[src/sv/dssd_pkg.sv]
// Shared types and constants for the DVB subtitle segment deframer.
// No dependencies; compile this file first.
package dssd_pkg;

  // Fixed byte values of the framing.
  localparam logic [7:0] PKT_HDR0 = 8'h20;
  localparam logic [7:0] PKT_HDR1 = 8'h00;
  localparam logic [7:0] SEG_SYNC = 8'h0f;
  localparam logic [7:0] PKT_END  = 8'hff;

  // A segment header is the sync byte and five more bytes.
  localparam int unsigned SEG_HDR_LEN = 6;
  localparam logic [2:0] LEN_HIGH_IDX = 3'(SEG_HDR_LEN - 2);
  localparam logic [2:0] LEN_LOW_IDX  = 3'(SEG_HDR_LEN - 1);

  // Role tag carried with every byte.
  typedef enum logic [2:0] {
    ROLE_OUTSIDE = 3'd0,
    ROLE_HEADER  = 3'd1,
    ROLE_SEGMENT = 3'd2,
    ROLE_END     = 3'd3,
    ROLE_JUNK    = 3'd4
  } role_t;

  // Error tag carried with every byte.
  typedef enum logic [1:0] {
    ERR_NONE    = 2'd0,
    ERR_BAD_HDR = 2'd1,
    ERR_JUNK    = 2'd2
  } err_t;

endpackage

[src/sv/dssd_in_if.sv]
// Valid/ready channel that carries raw payload bytes into the deframer.
// Depends on nothing.
interface dssd_in_if;
  logic       valid;
  logic       ready;
  logic       new_packet;
  logic [7:0] data_byte;

  modport source (output valid, output new_packet, output data_byte, input ready);
  modport sink (input valid, input new_packet, input data_byte, output ready);
endinterface

[src/sv/dssd_out_if.sv]
// Valid/ready channel that carries tagged bytes out of the deframer.
// Depends on dssd_pkg for the role and error types.
interface dssd_out_if;
  logic            valid;
  logic            ready;
  logic [7:0]      out_byte;
  dssd_pkg::role_t byte_role;
  logic            segment_first;
  logic            segment_last;
  logic            discard_open;
  dssd_pkg::err_t  error_code;

  modport source (
    output valid, output out_byte, output byte_role, output segment_first,
    output segment_last, output discard_open, output error_code, input ready
  );
  modport sink (
    input valid, input out_byte, input byte_role, input segment_first,
    input segment_last, input discard_open, input error_code, output ready
  );
endinterface

[src/sv/dvb_subtitle_segment_deframer.sv]
// Top level of the DVB subtitle segment deframer.
// Depends on dssd_pkg, dssd_in_if and dssd_out_if.

// The deframer takes one subtitle payload byte per beat on the payload channel
// and returns exactly one tagged beat per input beat on the framed channel, in
// order. Each packet must open with the header bytes 0x20 0x00; after that the
// stream is cut into segments, each a 0x0f sync byte, five more header bytes
// whose last two hold a big-endian body length, and then that many body bytes.
// At a segment boundary a 0xff byte ends the packet cleanly and any other byte
// is reported as junk. Every byte is passed through with its role, a mark on
// the sync byte, a mark on the byte that completes a segment, a discard flag
// when a new packet cuts an open segment short, and an error code. Each byte
// is classified combinationally by a small state machine and held in one
// result register, so the block sustains one beat per clock cycle and each
// result appears in the cycle after its byte is taken; the only thing that
// stops it is a stall on the framed channel while the result register is full.
module dvb_subtitle_segment_deframer (
  input  logic        clk,
  input  logic        rst,
  dssd_in_if.sink     payload,
  dssd_out_if.source  framed
);

  // Framing state. Values beyond BODY are never entered.
  typedef enum logic [2:0] {
    OUTSIDE  = 3'd0,
    HDR1     = 3'd1,
    SEGSTART = 3'd2,
    SEGHDR   = 3'd3,
    BODY     = 3'd4
  } mode_t;

  mode_t       mode, mode_next;
  logic [2:0]  header_count, header_count_next;
  logic [7:0]  length_high, length_high_next;
  logic [15:0] body_remaining, body_remaining_next;

  // Result register and its fill flag.
  logic            res_valid;
  logic [7:0]      res_byte;
  dssd_pkg::role_t res_role, role_next;
  logic            res_first, first_next;
  logic            res_last, last_next;
  logic            res_discard, discard_next;
  dssd_pkg::err_t  res_err, err_next;

  logic        accept;
  logic [15:0] seg_len;
  logic [15:0] body_dec;

  // A new beat is taken whenever the result register is empty or is being
  // emptied in the same cycle.
  assign payload.ready = !res_valid || framed.ready;
  assign accept        = payload.valid && payload.ready;

  assign seg_len  = {length_high, payload.data_byte};
  assign body_dec = body_remaining - 16'd1;

  always_comb begin
    mode_next           = mode;
    header_count_next   = header_count;
    length_high_next    = length_high;
    body_remaining_next = body_remaining;
    role_next           = dssd_pkg::ROLE_OUTSIDE;
    first_next          = 1'b0;
    last_next           = 1'b0;
    discard_next        = 1'b0;
    err_next            = dssd_pkg::ERR_NONE;

    if (payload.new_packet) begin
      // A new packet always restarts framing; a segment that was still being
      // collected is lost and flagged. A pending second header byte is not a
      // segment, so it raises no discard.
      discard_next        = (mode == SEGHDR) || (mode == BODY);
      header_count_next   = 3'd0;
      body_remaining_next = 16'd0;
      role_next           = dssd_pkg::ROLE_HEADER;
      if (payload.data_byte == dssd_pkg::PKT_HDR0) begin
        mode_next = HDR1;
      end else begin
        err_next  = dssd_pkg::ERR_BAD_HDR;
        mode_next = OUTSIDE;
      end
    end else begin
      unique case (mode)
        HDR1: begin
          role_next = dssd_pkg::ROLE_HEADER;
          if (payload.data_byte == dssd_pkg::PKT_HDR1) begin
            mode_next = SEGSTART;
          end else begin
            err_next  = dssd_pkg::ERR_BAD_HDR;
            mode_next = OUTSIDE;
          end
        end
        SEGSTART: begin
          if (payload.data_byte == dssd_pkg::SEG_SYNC) begin
            role_next         = dssd_pkg::ROLE_SEGMENT;
            first_next        = 1'b1;
            header_count_next = 3'd1;
            mode_next         = SEGHDR;
          end else if (payload.data_byte == dssd_pkg::PKT_END) begin
            role_next = dssd_pkg::ROLE_END;
            mode_next = OUTSIDE;
          end else begin
            role_next = dssd_pkg::ROLE_JUNK;
            err_next  = dssd_pkg::ERR_JUNK;
            mode_next = OUTSIDE;
          end
        end
        SEGHDR: begin
          role_next = dssd_pkg::ROLE_SEGMENT;
          if (header_count == dssd_pkg::LEN_HIGH_IDX) begin
            length_high_next = payload.data_byte;
          end
          if (header_count >= dssd_pkg::LEN_LOW_IDX) begin
            // Last header byte: the length is complete. An empty segment
            // ends right here.
            header_count_next = 3'd0;
            if (seg_len == 16'd0) begin
              last_next = 1'b1;
              mode_next = SEGSTART;
            end else begin
              body_remaining_next = seg_len;
              mode_next           = BODY;
            end
          end else begin
            header_count_next = header_count + 3'd1;
          end
        end
        BODY: begin
          role_next           = dssd_pkg::ROLE_SEGMENT;
          body_remaining_next = body_dec;
          if (body_dec == 16'd0) begin
            last_next = 1'b1;
            mode_next = SEGSTART;
          end
        end
        default: begin
          // Outside a packet, including after an end marker or junk.
          mode_next = OUTSIDE;
        end
      endcase
    end
  end

  always_ff @(posedge clk) begin
    if (rst) begin
      mode           <= OUTSIDE;
      header_count   <= 3'd0;
      length_high    <= 8'd0;
      body_remaining <= 16'd0;
      res_valid      <= 1'b0;
    end else begin
      if (accept) begin
        mode           <= mode_next;
        header_count   <= header_count_next;
        length_high    <= length_high_next;
        body_remaining <= body_remaining_next;
        res_valid      <= 1'b1;
      end else if (framed.ready) begin
        res_valid <= 1'b0;
      end
    end
  end

  // Result payload needs no reset; it is qualified by res_valid.
  always_ff @(posedge clk) begin
    if (accept) begin
      res_byte    <= payload.data_byte;
      res_role    <= role_next;
      res_first   <= first_next;
      res_last    <= last_next;
      res_discard <= discard_next;
      res_err     <= err_next;
    end
  end

  assign framed.valid         = res_valid;
  assign framed.out_byte      = res_byte;
  assign framed.byte_role     = res_role;
  assign framed.segment_first = res_first;
  assign framed.segment_last  = res_last;
  assign framed.discard_open  = res_discard;
  assign framed.error_code    = res_err;

endmodule

[src/flat_wrapper.sv]
// flat-port wrapper written by rule: the top's interface ports become plain ports
module dvb_subtitle_segment_deframer_flat 
  (clk, rst, payload_valid, payload_new_packet, payload_data_byte, payload_ready, framed_valid, framed_out_byte, framed_byte_role, framed_segment_first, framed_segment_last, framed_discard_open, framed_error_code, framed_ready);
  dssd_in_if payload_i ();
  dssd_out_if framed_i ();
  input  logic clk;
  input  logic rst;
  input wire logic [$bits(payload_i.valid)-1:0] payload_valid;
  input wire logic [$bits(payload_i.new_packet)-1:0] payload_new_packet;
  input wire logic [$bits(payload_i.data_byte)-1:0] payload_data_byte;
  output wire logic [$bits(payload_i.ready)-1:0] payload_ready;
  output wire logic [$bits(framed_i.valid)-1:0] framed_valid;
  output wire logic [$bits(framed_i.out_byte)-1:0] framed_out_byte;
  output wire logic [$bits(framed_i.byte_role)-1:0] framed_byte_role;
  output wire logic [$bits(framed_i.segment_first)-1:0] framed_segment_first;
  output wire logic [$bits(framed_i.segment_last)-1:0] framed_segment_last;
  output wire logic [$bits(framed_i.discard_open)-1:0] framed_discard_open;
  output wire logic [$bits(framed_i.error_code)-1:0] framed_error_code;
  input wire logic [$bits(framed_i.ready)-1:0] framed_ready;
  assign payload_i.valid = payload_valid;
  assign payload_i.new_packet = payload_new_packet;
  assign payload_i.data_byte = payload_data_byte;
  assign payload_ready = payload_i.ready;
  assign framed_valid = framed_i.valid;
  assign framed_out_byte = framed_i.out_byte;
  assign framed_byte_role = framed_i.byte_role;
  assign framed_segment_first = framed_i.segment_first;
  assign framed_segment_last = framed_i.segment_last;
  assign framed_discard_open = framed_i.discard_open;
  assign framed_error_code = framed_i.error_code;
  assign framed_i.ready = framed_ready;
  dvb_subtitle_segment_deframer u_core (.clk(clk), .rst(rst), .payload(payload_i), .framed(framed_i));
endmodule
[config.mk]
export PLATFORM = sky130hd
export DESIGN_NAME = dvb_subtitle_segment_deframer_flat
export DESIGN_NICKNAME = d
export VERILOG_FILES = /design/src/sv/dssd_pkg.sv /design/src/sv/dssd_in_if.sv /design/src/sv/dssd_out_if.sv /design/src/sv/dvb_subtitle_segment_deframer.sv /design/src/flat_wrapper.sv
export SDC_FILE = /design/constraint.sdc
export NUM_CORES = 1
export LEC_CHECK = 0
export BUFFER_PORTS_ARGS = -buffer_cell sky130_fd_sc_hd__clkbuf_2
export CAP_MARGIN = 25
export CORE_MARGIN = 1
export CORE_UTILIZATION = 63
export CTS_BUF_LIST = sky130_fd_sc_hd__clkbuf_16
export DETAILED_ROUTE_END_ITERATION = 8
export PLACE_DENSITY = 0.9
export SYNTH_ARGS = -nofsm -noshare
export SYNTH_HDL_FRONTEND = slang
export SYNTH_SLANG_ARGS = --single-unit
[constraint.sdc]
create_clock -name clk -period 6.9 [get_ports clk]
set_clock_uncertainty 0.15 [all_clocks]
set_input_delay 0.345 -clock clk [delete_from_list [all_inputs] [get_ports clk]]
set_output_delay 0.345 -clock clk [all_outputs]
set_load 0.01 [all_outputs]
==> metrics <==
synthesized instance count=between 200 and 300; IO Port Bufs=30; antenna violations before repair=0; CTS sink cnt=47; hold crit path type=input port to flop; sequential share of the synthesized area=between 40 and 50%; Via Count=between 2k and 2.5k; pin count of the biggest net entering global routing=35; Worst Path Max Fanout=9; Cell Count, Final, Fillers Out=~370; Tcrit/Tclk final=43.40%; final hold vios=0; post-DP HPWL=between 4000 and 5000 µm; DIE WIDTH=67.29 µm; syn_nets=315; peak supply drop=135.8 µV; DR pass1 iterations=5; layout cells sized above 1=between 15 and 20%; Clock Latency Late Sink=0.29 ns; Worst setup SP type=flop; GPL Wtd Cong=slightly above 0.9; Setup violations, final=0; Hold Buf Count CTS=0; Worst path max stage delay=0.61 ns; max-slew violation count=0; Clock Tree Root=clkbuf_16; Fill cells=312; postcts setup bufs=0; CTS tree=yes; Synth cell types=53; Vias/cell=roughly 6.5; placed instance count=360; antenna-violating nets left=0; critical path capture point type=flop; Top Ports=31; fmax=333.9 MHz; DRT Wirelength=6539 µm; total power=slightly below 600 µW; Critical R2R Capture=u_core.mode[2]; MaxCap Viol Count=0; unrepaired setup endpoints after global routing=false; setup slack, reg-to-reg=between 3 and 4 ns; Critical Path, Cell by Cell=inv_1 > ha_1 > nor3b_1 > nand4_1 > xor2_1 > nand3b_1 > o31a_1 > mux2_1; chip height=about 67 µm; die area=4527 µm²; worst endpoint data arrival time=a little over 3 ns; CP Launch Point=u_core.body_remaining[0]; total gr overflow=0; Starting Density=roughly 66%; buffer levels on the longest clock path=2; reg-to-reg startpoint=u_core.body_remaining[0]; number of global-route vias before repair=approximately 2.1k; total track usage=between 30% and 40%; r2r worst-path depth=8; LEAKAGE=1.194 nW; synthesized area per cell=9.041 µm²; final worst path period need=2.995 ns; critical path type=flop to flop; worst slew pin tran=a little under 1 ns; Synth async-reset ratio=0%; antenna diode count=0; Power Density=198.8 nW/µm²; mapped cell area=between 2000 and 3000 µm²; Site Rows=23; core area=between 4000 and 5000 µm²; Synth Flop Type=dfxtp_1; first-pass GRT wire length=approximately 10,000 µm; TritonCTS Buffers=5; Setup crit end=u_core.mode[2]; number of synthesized flops with an enable pin=16; WL/cell=17.77 µm; Ys Warns=0; Reg clk slew, reported paths=roughly 0.07 ns; DRC=0; FF/Latch Area=between 1000 and 1500 µm²; Synth Register Bits=47; multi-input logic area=1485 µm²; CP max-delay cell=nor3b_1; Max H-tree Level=2; status=finished clean; Max-slew headroom=about a third; post_cts resized=0; Fin Setup TNS=0 ns; 1st-iter DRT viols=between 300 and 400; final net count=around 340; Syn-to-layout area delta=10.76%; worst path required time=a little under 7 ns; Fin Hold WS=0.1339 ns
-- final cells by class --
cell class                 instances  area share (%)
multi-input combinational        224           49.94
sequential                        47           37.02
timing repair buffer              31           5.301
clock buffer                       5           4.207
tap                               50           2.103
inverter                           8           1.010
clock inverter                     3          0.4207
-- how the worst min path moves through the flow --
stage	start	to	depth (start not counted)	slack (ns)
6_report	payload_valid	u_core.framed.valid	3	0.13
5_1_grt	payload_valid	u_core.framed.valid	3	0.15
4_1_cts	payload_valid	u_core.framed.valid	3	0.14
3_3_place_gp	u_core.body_remaining[14]	u_core.body_remaining[14]	2	0.33
2_1_floorplan	payload_data_byte[0]	u_core.framed.out_byte[0]	0	0.29
3_5_place_dp	u_core.body_remaining[14]	u_core.body_remaining[14]	2	0.33
-- where the power goes --
| part | switching, mW | internal (mW) |
|---|---|---|
| clock | 0.102 | 0.131 |
| combinational | 0.0404 | 0.0203 |
| sequential | 0.00390 | 0.293 |
| total | 0.146 | 0.445 |
-- per-stage QoR --
stage                     area (µm²)  utilization (%)  setup slack [ns]
final                           2974            73.30             3.905
after global routing            2974            73.30             3.728
after CTS                       2974            73.30             3.925
after detailed placement        2836            69.90             3.957
after global placement          2836            69.90             4.098
after floorplan                 2685                -             4.241
-- worst max-delay path, delay by kind of cell, from the launching register on --
kind,cells,cell delay [ns]
xor+xnor,1,0.28
buf+inv,1,0.14
simple gates,3,0.91
mux,1,0.34
flops,1,0.41
fa+ha+maj,1,0.34
compound gates,1,0.31
-- per-layer routing --
layer	vias to the layer above	global-route usage (%)	wire length, µm
met4	0	13.56	190
met3	23	8.446	583
met1	1119	42.01	2749
met5	-	0	0
met2	115	47.38	3015
li1	1135	-	-
-- synthesized netlist by cell type, drive strengths merged, types with 5 or more instances --
| library cell | number | area (µm²) |
|---|---|---|
| a21oi | 26 | 130.1 |
| clkbuf | 15 | 56.30 |
| dfxtp | 31 | 620.6 |
| edfxtp | 16 | 480.5 |
| ha | 5 | 62.56 |
| inv | 8 | 30.03 |
| mux2i | 9 | 90.09 |
| nand2 | 37 | 138.9 |
| nand2b | 7 | 43.79 |
| nand3 | 6 | 30.03 |
| nand3b | 5 | 37.54 |
| nand4 | 8 | 50.05 |
| nor2 | 24 | 92.59 |
| nor3 | 7 | 35.03 |
| nor4 | 5 | 67.56 |
| o2111ai | 13 | 113.9 |
| o21ai | 9 | 56.31 |
| or4 | 6 | 52.55 |
| xor2 | 9 | 78.83 |
-- flip-flops by register name, summed over array words and instances (netlist names) --
signal / flops
u_core.mode: 3
u_core.framed.error_code: 2
u_core.length_high: 8
u_core.framed.byte_role: 3
u_core.framed.valid: 1
u_core.framed.segment_first: 1
u_core.body_remaining: 16
u_core.header_count: 3
u_core.framed.segment_last: 1
u_core.framed.out_byte: 8
u_core.framed.discard_open: 1
-- cells in the final DEF (no fill, tap or decap), types with 3 or more instances in the layout --
cell	instances
nor4b_1	4
nor3_1	7
dfxtp_1	31
clkbuf_2	30
nand4_1	8
o21ai_0	6
nor2_1	23
nor2b_1	4
nand2_1	37
a31oi_1	3
xor2_1	9
nand3_1	6
mux2i_1	9
ha_1	5
nor3b_1	3
nand3b_1	5
nand4b_1	4
clkbuf_16	5
xnor2_1	4
o2111ai_1	13
inv_1	9
nand2b_1	7
edfxtp_1	16
or4_1	4
a21oi_1	26
-- logic make-up after synthesis --
kind of cell	count (synthesis)	share of synthesized area, %
xor gates and xnor gates	13	4.240
DFF	47	41.01
muxes	11	4.194
and+or+nand+nor	129	27.40
adders and majority gates	5	2.330
AOI/OAI and AO/OA	66	16.96
buffers and inverters	26	3.868
Note: power is estimated with default switching activity, not from simulation.
